$ cat src/rcpc_pkg.sv
// ============================================================================
// rcpc_pkg
// Types and constants shared by the rectangle and circle pixel coverage block.
// ============================================================================
package rcpc_pkg;

    // Default width of a pixel coordinate.
    localparam int COORD_BITS_DEF = 12;

    // Configuration port geometry.
    localparam int APB_ADDR_W = 5;
    localparam int APB_DATA_W = 32;

    // Register map, in word order.
    typedef enum logic [2:0] {
        REG_DISP_WIDTH   = 3'd0,
        REG_DISP_HEIGHT  = 3'd1,
        REG_PRIM_X       = 3'd2,
        REG_PRIM_Y       = 3'd3,
        REG_EXTENT_W     = 3'd4,
        REG_EXTENT_H     = 3'd5,
        REG_STROKE_SIZE  = 3'd6,
        REG_DRAW_COLOR   = 3'd7
    } reg_idx_t;

    // Primitive kinds carried by req_type.
    typedef enum logic [1:0] {
        KIND_FILL_RECT   = 2'd0,
        KIND_STROKE_RECT = 2'd1,
        KIND_FILL_CIRC   = 2'd2,
        KIND_STROKE_CIRC = 2'd3
    } kind_t;

    // Register file contents.
    typedef struct packed {
        logic [12:0] disp_width;
        logic [12:0] disp_height;
        logic [11:0] prim_x;
        logic [11:0] prim_y;
        logic [12:0] extent_w;
        logic [11:0] extent_h;
        logic [11:0] stroke_size;
        logic [31:0] draw_color;
    } cfg_t;

    // Values after reset.
    localparam cfg_t CFG_RESET = '{
        disp_width:   13'd640,
        disp_height:  13'd480,
        prim_x:       12'd0,
        prim_y:       12'd0,
        extent_w:     13'd0,
        extent_h:     12'd0,
        stroke_size:  12'd1,
        draw_color:   32'd0
    };

endpackage

$ cat src/rcpc_ifs.sv
// ============================================================================
// Pixel coverage channels
// Request channel (one pixel to test) and result channel (one pixel write).
// ============================================================================
interface rcpc_req_if #(
    parameter int COORD_BITS = rcpc_pkg::COORD_BITS_DEF
) ();
    logic                  valid;
    logic                  ready;
    logic [1:0]            req_type;
    logic [COORD_BITS-1:0] pix_x;
    logic [COORD_BITS-1:0] pix_y;

    modport source (output valid, req_type, pix_x, pix_y, input ready);
    modport sink   (input valid, req_type, pix_x, pix_y, output ready);
endinterface

interface rcpc_res_if ();
    logic        valid;
    logic        ready;
    logic        write_enable;
    logic [23:0] pixel_offset;
    logic [31:0] pixel_color;

    modport source (output valid, write_enable, pixel_offset, pixel_color, input ready);
    modport sink   (input valid, write_enable, pixel_offset, pixel_color, output ready);
endinterface

$ cat src/rcpc_pipe.sv
// ============================================================================
// rcpc_pipe
// Three-register coverage pipeline: input word, products and rectangle test,
// then the circle compares and the result word.
// ============================================================================
module rcpc_pipe #(
    parameter int COORD_BITS = rcpc_pkg::COORD_BITS_DEF
) (
    input  logic              clk,
    input  logic              rst_n,
    input  rcpc_pkg::cfg_t    cfg,
    rcpc_req_if.sink          req,
    rcpc_res_if.source        res
);

    // Working widths: distances, rectangle spans, squares, screen compare, product.
    localparam int DW = (COORD_BITS > 12) ? COORD_BITS : 12;
    localparam int SW = DW + 3;
    localparam int QW = (2 * DW + 1 > 27) ? 2 * DW + 1 : 27;
    localparam int CW = (COORD_BITS > 13) ? COORD_BITS : 13;
    localparam int PW = COORD_BITS + 13;

    // True when lo <= p < lo + len.
    function automatic logic in_span(input logic [SW-1:0] p, input logic [SW-1:0] lo,
                                     input logic [SW-1:0] len);
        logic [SW-1:0] hi;
        hi = lo + len;
        return (p >= lo) && (p < hi);
    endfunction

    // Stage registers.
    logic                  s1_valid_reg, s1_valid_next;
    rcpc_pkg::kind_t       s1_kind_reg;
    logic [COORD_BITS-1:0] s1_x_reg;
    logic [COORD_BITS-1:0] s1_y_reg;

    logic                  s2_valid_reg, s2_valid_next;
    rcpc_pkg::kind_t       s2_kind_reg;
    logic                  s2_onscr_reg;
    logic                  s2_rect_reg;
    logic [2*DW-1:0]       s2_dx2_reg;
    logic [2*DW-1:0]       s2_dy2_reg;
    logic [25:0]           s2_r2_reg;
    logic [23:0]           s2_ls2_reg;
    logic [PW-1:0]         s2_prod_reg;
    logic [COORD_BITS-1:0] s2_x_reg;

    logic                  out_valid_reg, out_valid_next;
    logic                  out_we_reg;
    logic [23:0]           out_offset_reg;
    logic [31:0]           out_color_reg;

    logic s1_ready, s2_ready, s3_ready;

    // Each stage moves when it is empty or the stage after it moves.
    assign s3_ready  = !out_valid_reg || res.ready;
    assign s2_ready  = !s2_valid_reg || s3_ready;
    assign s1_ready  = !s1_valid_reg || s2_ready;
    assign req.ready = s1_ready;

    // First stage: distances, squares, offset product and rectangle coverage.
    logic [SW-1:0]   px_s, py_s, x_s, y_s, w_s, h_s, ls_s;
    logic            fill_hit, stroke_hit, rect_hit, onscr;
    logic [DW-1:0]   px_d, py_d, x_d, y_d, dx, dy;
    logic [2*DW-1:0] dx2, dy2;
    logic [25:0]     r2;
    logic [23:0]     ls2;
    logic [PW-1:0]   prod;

    assign px_s = SW'(s1_x_reg);
    assign py_s = SW'(s1_y_reg);
    assign x_s  = SW'(cfg.prim_x);
    assign y_s  = SW'(cfg.prim_y);
    assign w_s  = SW'(cfg.extent_w);
    assign h_s  = SW'(cfg.extent_h);
    assign ls_s = SW'(cfg.stroke_size);

    assign fill_hit = in_span(px_s, x_s, w_s) && in_span(py_s, y_s, h_s);

    // Stroked rectangle is the union of the top, bottom, left and right strips.
    assign stroke_hit =
        (in_span(px_s, x_s, w_s) && in_span(py_s, y_s, ls_s)) ||
        (in_span(px_s, x_s, w_s) && in_span(py_s, y_s + h_s, ls_s)) ||
        (in_span(px_s, x_s, ls_s) && in_span(py_s, y_s, h_s)) ||
        (in_span(px_s, x_s + w_s, ls_s) && in_span(py_s, y_s, h_s + ls_s));

    always_comb
    begin
        case (s1_kind_reg)
            rcpc_pkg::KIND_FILL_RECT:   rect_hit = fill_hit;
            rcpc_pkg::KIND_STROKE_RECT: rect_hit = stroke_hit;
            default:                    rect_hit = 1'b0;
        endcase
    end

    assign onscr = (CW'(s1_x_reg) < CW'(cfg.disp_width)) &&
                   (CW'(s1_y_reg) < CW'(cfg.disp_height));

    assign px_d = DW'(s1_x_reg);
    assign py_d = DW'(s1_y_reg);
    assign x_d  = DW'(cfg.prim_x);
    assign y_d  = DW'(cfg.prim_y);
    assign dx   = (px_d >= x_d) ? px_d - x_d : x_d - px_d;
    assign dy   = (py_d >= y_d) ? py_d - y_d : y_d - py_d;
    assign dx2  = (2 * DW)'(dx) * (2 * DW)'(dx);
    assign dy2  = (2 * DW)'(dy) * (2 * DW)'(dy);
    assign r2   = 26'(cfg.extent_w) * 26'(cfg.extent_w);
    assign ls2  = 24'(cfg.stroke_size) * 24'(cfg.stroke_size);
    assign prod = PW'(s1_y_reg) * PW'(cfg.disp_width);

    // Second stage: circle compares, write decision and offset sum.
    logic [QW-1:0] d2, r2_q, outer_q;
    logic          circ_hit, hit, we;

    assign d2      = QW'(s2_dx2_reg) + QW'(s2_dy2_reg);
    assign r2_q    = QW'(s2_r2_reg);
    assign outer_q = r2_q + QW'(s2_ls2_reg);

    always_comb
    begin
        case (s2_kind_reg)
            rcpc_pkg::KIND_FILL_CIRC:   circ_hit = (d2 <= r2_q);
            rcpc_pkg::KIND_STROKE_CIRC: circ_hit = (d2 >= r2_q) && (d2 <= outer_q);
            default:                    circ_hit = 1'b0;
        endcase
    end

    assign hit = s2_rect_reg || circ_hit;
    assign we  = s2_onscr_reg && hit;

    // Valid bits of the three stages.
    always_comb
    begin
        s1_valid_next  = s1_ready ? req.valid : s1_valid_reg;
        s2_valid_next  = s2_ready ? s1_valid_reg : s2_valid_reg;
        out_valid_next = s3_ready ? s2_valid_reg : out_valid_reg;
    end

    always_ff @(posedge clk or negedge rst_n)
    begin
        if (!rst_n)
        begin
            s1_valid_reg  <= 1'b0;
            s2_valid_reg  <= 1'b0;
            out_valid_reg <= 1'b0;
        end
        else
        begin
            s1_valid_reg  <= s1_valid_next;
            s2_valid_reg  <= s2_valid_next;
            out_valid_reg <= out_valid_next;
        end
    end

    // Input word register.
    always_ff @(posedge clk)
    begin
        if (s1_ready && req.valid)
        begin
            s1_kind_reg <= rcpc_pkg::kind_t'(req.req_type);
            s1_x_reg    <= req.pix_x;
            s1_y_reg    <= req.pix_y;
        end
    end

    // Product and rectangle register.
    always_ff @(posedge clk)
    begin
        if (s2_ready && s1_valid_reg)
        begin
            s2_kind_reg  <= s1_kind_reg;
            s2_onscr_reg <= onscr;
            s2_rect_reg  <= rect_hit;
            s2_dx2_reg   <= dx2;
            s2_dy2_reg   <= dy2;
            s2_r2_reg    <= r2;
            s2_ls2_reg   <= ls2;
            s2_prod_reg  <= prod;
            s2_x_reg     <= s1_x_reg;
        end
    end

    // Result word register; a pixel that is not written carries zeros.
    always_ff @(posedge clk)
    begin
        if (s3_ready && s2_valid_reg)
        begin
            out_we_reg     <= we;
            out_offset_reg <= we ? 24'(s2_prod_reg) + 24'(s2_x_reg) : 24'd0;
            out_color_reg  <= we ? cfg.draw_color : 32'd0;
        end
    end

    assign res.valid        = out_valid_reg;
    assign res.write_enable = out_we_reg;
    assign res.pixel_offset = out_offset_reg;
    assign res.pixel_color  = out_color_reg;

endmodule

$ cat src/rect_circle_pixel_coverage_top.sv
// ============================================================================
// rect_circle_pixel_coverage_top
// Per-pixel coverage test for filled and stroked rectangles and circles.
// ============================================================================
// Each request word names one pixel and a primitive kind; the block answers
// with one result word saying whether that pixel is written, its linear
// framebuffer offset and the draw colour. A new pixel is taken every clock
// while the result side takes results, and each result passes through the
// three register stages of the pipeline (input word, squares and offset
// product, result word). Geometry, screen size, stroke width and colour are
// held in an APB register file and should only be changed while the block
// holds no pixel in flight.
module rect_circle_pixel_coverage_top #(
    parameter int COORD_BITS = rcpc_pkg::COORD_BITS_DEF
) (
    input  logic                            clk,
    input  logic                            rst_n,
    input  logic                            psel,
    input  logic                            penable,
    input  logic                            pwrite,
    input  logic [rcpc_pkg::APB_ADDR_W-1:0] paddr,
    input  logic [rcpc_pkg::APB_DATA_W-1:0] pwdata,
    output logic [rcpc_pkg::APB_DATA_W-1:0] prdata,
    output logic                            pready,
    rcpc_req_if.sink                        req,
    rcpc_res_if.source                      res
);

    rcpc_pkg::cfg_t     cfg_reg;
    rcpc_pkg::reg_idx_t reg_idx;
    logic               wr_en;

    assign pready  = 1'b1;
    assign reg_idx = rcpc_pkg::reg_idx_t'(paddr[rcpc_pkg::APB_ADDR_W-1:2]);
    assign wr_en   = psel && penable && pwrite && pready;

    // Register writes, masked to each register's width.
    always_ff @(posedge clk or negedge rst_n)
    begin
        if (!rst_n)
        begin
            cfg_reg <= rcpc_pkg::CFG_RESET;
        end
        else if (wr_en)
        begin
            case (reg_idx)
                rcpc_pkg::REG_DISP_WIDTH:  cfg_reg.disp_width  <= pwdata[12:0];
                rcpc_pkg::REG_DISP_HEIGHT: cfg_reg.disp_height <= pwdata[12:0];
                rcpc_pkg::REG_PRIM_X:      cfg_reg.prim_x      <= pwdata[11:0];
                rcpc_pkg::REG_PRIM_Y:      cfg_reg.prim_y      <= pwdata[11:0];
                rcpc_pkg::REG_EXTENT_W:    cfg_reg.extent_w    <= pwdata[12:0];
                rcpc_pkg::REG_EXTENT_H:    cfg_reg.extent_h    <= pwdata[11:0];
                rcpc_pkg::REG_STROKE_SIZE: cfg_reg.stroke_size <= pwdata[11:0];
                rcpc_pkg::REG_DRAW_COLOR:  cfg_reg.draw_color  <= pwdata;
                default:                   cfg_reg             <= cfg_reg;
            endcase
        end
    end

    // Register read-back.
    always_comb
    begin
        case (reg_idx)
            rcpc_pkg::REG_DISP_WIDTH:  prdata = 32'(cfg_reg.disp_width);
            rcpc_pkg::REG_DISP_HEIGHT: prdata = 32'(cfg_reg.disp_height);
            rcpc_pkg::REG_PRIM_X:      prdata = 32'(cfg_reg.prim_x);
            rcpc_pkg::REG_PRIM_Y:      prdata = 32'(cfg_reg.prim_y);
            rcpc_pkg::REG_EXTENT_W:    prdata = 32'(cfg_reg.extent_w);
            rcpc_pkg::REG_EXTENT_H:    prdata = 32'(cfg_reg.extent_h);
            rcpc_pkg::REG_STROKE_SIZE: prdata = 32'(cfg_reg.stroke_size);
            rcpc_pkg::REG_DRAW_COLOR:  prdata = cfg_reg.draw_color;
            default:                   prdata = 32'd0;
        endcase
    end

    // Coverage pipeline.
    rcpc_pipe #(
        .COORD_BITS (COORD_BITS)
    ) u_pipe (
        .clk   (clk),
        .rst_n (rst_n),
        .cfg   (cfg_reg),
        .req   (req),
        .res   (res)
    );

endmodule

$ cat src/flat_wrapper.sv
// flat-port wrapper written by rule: the top's interface ports become plain ports
module rect_circle_pixel_coverage_top_flat 
#(
    parameter int COORD_BITS = rcpc_pkg::COORD_BITS_DEF
)
  (clk, rst_n, psel, penable, pwrite, paddr, pwdata, prdata, pready, req_valid, req_req_type, req_pix_x, req_pix_y, req_ready, res_valid, res_write_enable, res_pixel_offset, res_pixel_color, res_ready);
  rcpc_req_if #(.COORD_BITS(COORD_BITS)) req_i ();
  rcpc_res_if res_i ();
  input  logic clk;
  input  logic rst_n;
  input  logic psel;
  input  logic penable;
  input  logic pwrite;
  input  logic [rcpc_pkg::APB_ADDR_W-1:0] paddr;
  input  logic [rcpc_pkg::APB_DATA_W-1:0] pwdata;
  output logic [rcpc_pkg::APB_DATA_W-1:0] prdata;
  output logic pready;
  input wire logic [$bits(req_i.valid)-1:0] req_valid;
  input wire logic [$bits(req_i.req_type)-1:0] req_req_type;
  input wire logic [$bits(req_i.pix_x)-1:0] req_pix_x;
  input wire logic [$bits(req_i.pix_y)-1:0] req_pix_y;
  output wire logic [$bits(req_i.ready)-1:0] req_ready;
  output wire logic [$bits(res_i.valid)-1:0] res_valid;
  output wire logic [$bits(res_i.write_enable)-1:0] res_write_enable;
  output wire logic [$bits(res_i.pixel_offset)-1:0] res_pixel_offset;
  output wire logic [$bits(res_i.pixel_color)-1:0] res_pixel_color;
  input wire logic [$bits(res_i.ready)-1:0] res_ready;
  assign req_i.valid = req_valid;
  assign req_i.req_type = req_req_type;
  assign req_i.pix_x = req_pix_x;
  assign req_i.pix_y = req_pix_y;
  assign req_ready = req_i.ready;
  assign res_valid = res_i.valid;
  assign res_write_enable = res_i.write_enable;
  assign res_pixel_offset = res_i.pixel_offset;
  assign res_pixel_color = res_i.pixel_color;
  assign res_i.ready = res_ready;
  rect_circle_pixel_coverage_top #(.COORD_BITS(COORD_BITS)) u_core (.clk(clk), .rst_n(rst_n), .psel(psel), .penable(penable), .pwrite(pwrite), .paddr(paddr), .pwdata(pwdata), .prdata(prdata), .pready(pready), .req(req_i), .res(res_i));
endmodule
$ cat config.mk
export PLATFORM = sky130hd
export DESIGN_NAME = rect_circle_pixel_coverage_top_flat
export DESIGN_NICKNAME = d
export VERILOG_FILES = /design/src/rcpc_pkg.sv /design/src/rcpc_ifs.sv /design/src/rcpc_pipe.sv /design/src/rect_circle_pixel_coverage_top.sv /design/src/flat_wrapper.sv
export SDC_FILE = /design/constraint.sdc
export NUM_CORES = 2
export LEC_CHECK = 0
export BUFFER_PORTS_ARGS = -buffer_cell sky130_fd_sc_hd__buf_2
export CAP_MARGIN = 25
export CORE_MARGIN = 3
export CORE_UTILIZATION = 30
export DETAILED_ROUTE_END_ITERATION = 8
export GPL_TIMING_DRIVEN = 0
export SYNTH_ARGS = -nofsm -noshare
export SYNTH_HDL_FRONTEND = slang
export SYNTH_SLANG_ARGS = --single-unit
$ cat constraint.sdc
create_clock -name clk -period 11.2 [get_ports clk]
set_input_delay 1.12 -clock clk [delete_from_list [all_inputs] [get_ports clk]]
set_output_delay 1.12 -clock clk [all_outputs]
set_load 0.1 [all_outputs]
==> results by group <==
Final layout
  • Max reg flops: 119
  • Final nets: 6048
  • Proportion of layout cells with a drive suffix above 1: 9.23%
  • Multi-input logic area: 32000 µm²
  • Final cell count without fillers: 6839
  • Storage cell area: 9580 µm²
  • Area delta synth->final: 10.9%
  • Fill count: 15200

Floorplan
  • Initial Util: 30.3%
  • Die Span Y: 393 µm
  • Row cnt: 141
  • Die W: 393 µm
  • Die ar.: 154000 µm²
  • Num ports: 162
  • Core area: 148000 µm²

Setup path
  • CP max FO: 12
  • Worst EP arrival: 11.20 ns
  • Req. time, crit path: 11.55 ns
  • Top cell by count, worst path: fa_1
  • Crit-path slowest cell: edfxtp_1
  • CP max stage delay: 1.01 ns
  • Crit end category: register
  • Worst setup path category: register to register
  • Critical Path Start Type: register
  • Critical path's top delay family: compound AO/OA/AOI/OAI gates
  • CP bufs+invs: 8

Synthesis
  • Ys async rst share: 36.0%
  • Post-synth EDFFs: 217
  • Sequential share of the synthesized area: 21.4%
  • Ys flop type: edfxtp_1
  • Top cell type's share of synthesized area: 20.8%
  • Syn nets: 5832
  • Avg Inst Size Synth: 9.62 µm²
  • Mux contribution to synthesized area: 2.98%
  • Syn Std Cell Area: 44800 µm²
  • Simple-Gate Fraction of Synth Area: 13.4%
  • Unique masters post-synth: 90
  • Adder-cell area share of the yosys netlist: 38.6%
  • Flops & latches, synth: 339
  • Yosys top cell by area: fa_1
  • Post-Synth XOR/XNOR Area: 5.16%
  • Mapped Cells: 4658
  • Largest family of logic cells by synthesized area: adder cells
  • Synth Warn #: 0
  • Ranking of synthesized cells by area: fa_1, ha_1, edfxtp_1, dfrtp_1, inv_1
  • Compound-Gate Fraction of Synth Area: 11.3%

Global routing
  • Number of global-route vias before repair: 35100
  • Largest net degree at the start of global routing: 91
  • Gr usage total: 17.1%
  • First-pass GRT wire length: 203000 µm
  • Overflow after GRT: 0
  • Initial antenna violation count: 5

Clocking
  • Max clock buf depth: 3
  • Cts bufs inserted: 44
  • Postcts setup bufs: 0
  • Post-CTS Resized: 0
  • Clock Pin Slew Worst Setup and Hold Paths: 0.06 ns
  • CTS tree: yes
  • Sink Count: 339
  • H-tree depth: 2
  • Hold_buf cts: 0
  • Clock Latency Late Sink: 0.64 ns
  • Clock root buffer: clkbuf_16

Detailed routing
  • Final ANT Viol Nets: 0
  • Wirelength per Cell: 19.2 µm
  • Via-to-Cell Ratio: 5.02
  • Vias: 34300
  • DRC: 0
  • Drt initial violations: 2292
  • Post-Route WL: 132000 µm
  • DRT Pass-1 Iters: 5

Status
  • Status: finished, final reports clean

STA
  • Min cycle time layout: 10.85 ns
  • Slew Viols, Final: 0
  • Slew Limit Headroom: 27.2%
  • Setup Skew: 0.0664 ns
  • Worst Max-Slew Pin Slew: 1.06 ns
  • Final cycle utilization of the critical path: 96.9%
  • RSZ-0062 raised after global routing: false
  • Final setup viols: 0
  • TNS Setup: 0 ns
  • Final Hold Viols: 0
  • Fmax: 92.2 MHz

Placement
  • HPWL after detailed placement: 106000 µm
  • Placed cell count: 6757
  • Routability cong.: 0.940
  • PortBufs: 158

Hold path
  • Hold WC Path Type: input port to asynchronous set/reset pin

Flow run
  • Number of max-cap violations: 0
==> placed cells by master, fill, tap and decap left out, types with 23 or more instances in the layout <==
master,count
a21oi_1,230
mux2i_1,23
edfxtp_1,217
nand2_1,326
nor2b_1,42
a21o_1,93
xnor2_1,169
fa_1,465
nand2b_1,47
ha_1,639
nand3_1,64
clkbuf_1,98
nor3b_1,33
buf_2,170
and2_1,140
inv_1,710
clkbuf_16,45
xor2_1,92
nor2_1,341
or2_2,30
nor3_1,56
o21ai_0,164
dfrtp_1,115
o21bai_1,31
mux2_2,88
o21a_1,48
a211oi_1,34
and3_1,30
==> path summary, 6_finish.rpt <==
kind                                            startpoint                           end  slack [ns]  cells past startpoint
worst max-delay path                 u_core.u_pipe.py_d[7]  u_core.u_pipe.s2_dy2_reg[23]        0.35                     31
worst min-delay path                                 rst_n           u_core.cfg_reg[114]        0.41                      1
worst max register to register       u_core.u_pipe.py_d[7]  u_core.u_pipe.s2_dy2_reg[23]        0.35                     31
worst min register to register  u_core.u_pipe.s1_valid_reg    u_core.u_pipe.s2_valid_reg        0.49                      1
max in group asynchronous                            rst_n            u_core.cfg_reg[99]        9.96                      2
min in group clk                u_core.u_pipe.s1_valid_reg    u_core.u_pipe.s2_valid_reg        0.49                      1
==> synthesized netlist by cell type (all sizes together), types with 7 or more instances <==
master,instances
nand4,21
dfrtp,115
xor2,93
and2,143
a21o,93
o31ai,19
a21oi,230
ha,639
and3,30
nor3,77
a211o,9
o211ai,17
or2,30
o31a,7
o22ai,10
a31oi,17
a211oi,34
clkbuf,95
dfstp,7
fa,465
edfxtp,217
xnor2,170
nor2,341
a221oi,7
o21a,48
nor2b,42
nand2b,47
nor3b,41
mux2i,23
nand2,326
inv,713
mux2,88
o21bai,31
o41ai,9
nor4,8
a2111oi,9
nand3,64
buf,27
o21ai,168
o2111ai,8
or3,18
==> cell type report <==
| class | instances | area share, % |
|---|---|---|
| Clock inverter | 30 | 0.742 |
| Inverter | 718 | 5.42 |
| Tap cell | 1930 | 4.86 |
| Antenna cell | 2 | 0.0101 |
| Timing Repair Buffer | 170 | 1.92 |
| Multi-Input combinational cell | 3479 | 64.5 |
| Clock buffer | 49 | 2.30 |
| Sequential cell | 339 | 19.3 |
| Buffer | 122 | 1.03 |
==> routing by layer <==
metal	global-route usage (%)	vias to the layer above	share of wire, %
li1	-	16100	-
met5	0	-	0.017
met1	22.8	17000	44
met4	5.35	4	3.7
met2	28.5	983	46
met3	2.49	218	5.7
==> logic make-up after synthesis <==
logic type | after synthesis
flops | 339
xor+xnor | 263
compound gates | 782
simple gates | 1213
mux | 116
other cells | 1
buf+inv | 840
fa+ha+maj | 1104
==> stage by stage <==
stage          worst slack (ns)  instance area (µm²)  util (%)  hold slack, ns
2_1_floorplan              2.97                44800         -           0.449
3_3_place_gp              0.348                48000      32.4           0.455
3_5_place_dp              0.352                48200      32.6           0.483
4_1_cts                   0.300                49700      33.6           0.379
5_1_grt                  0.0338                49700      33.6           0.404
6_report                  0.351                49700      33.6           0.409
Power is not shown: default switching activity piles up to over one toggle a cycle in this logic, so the estimate is an artifact.
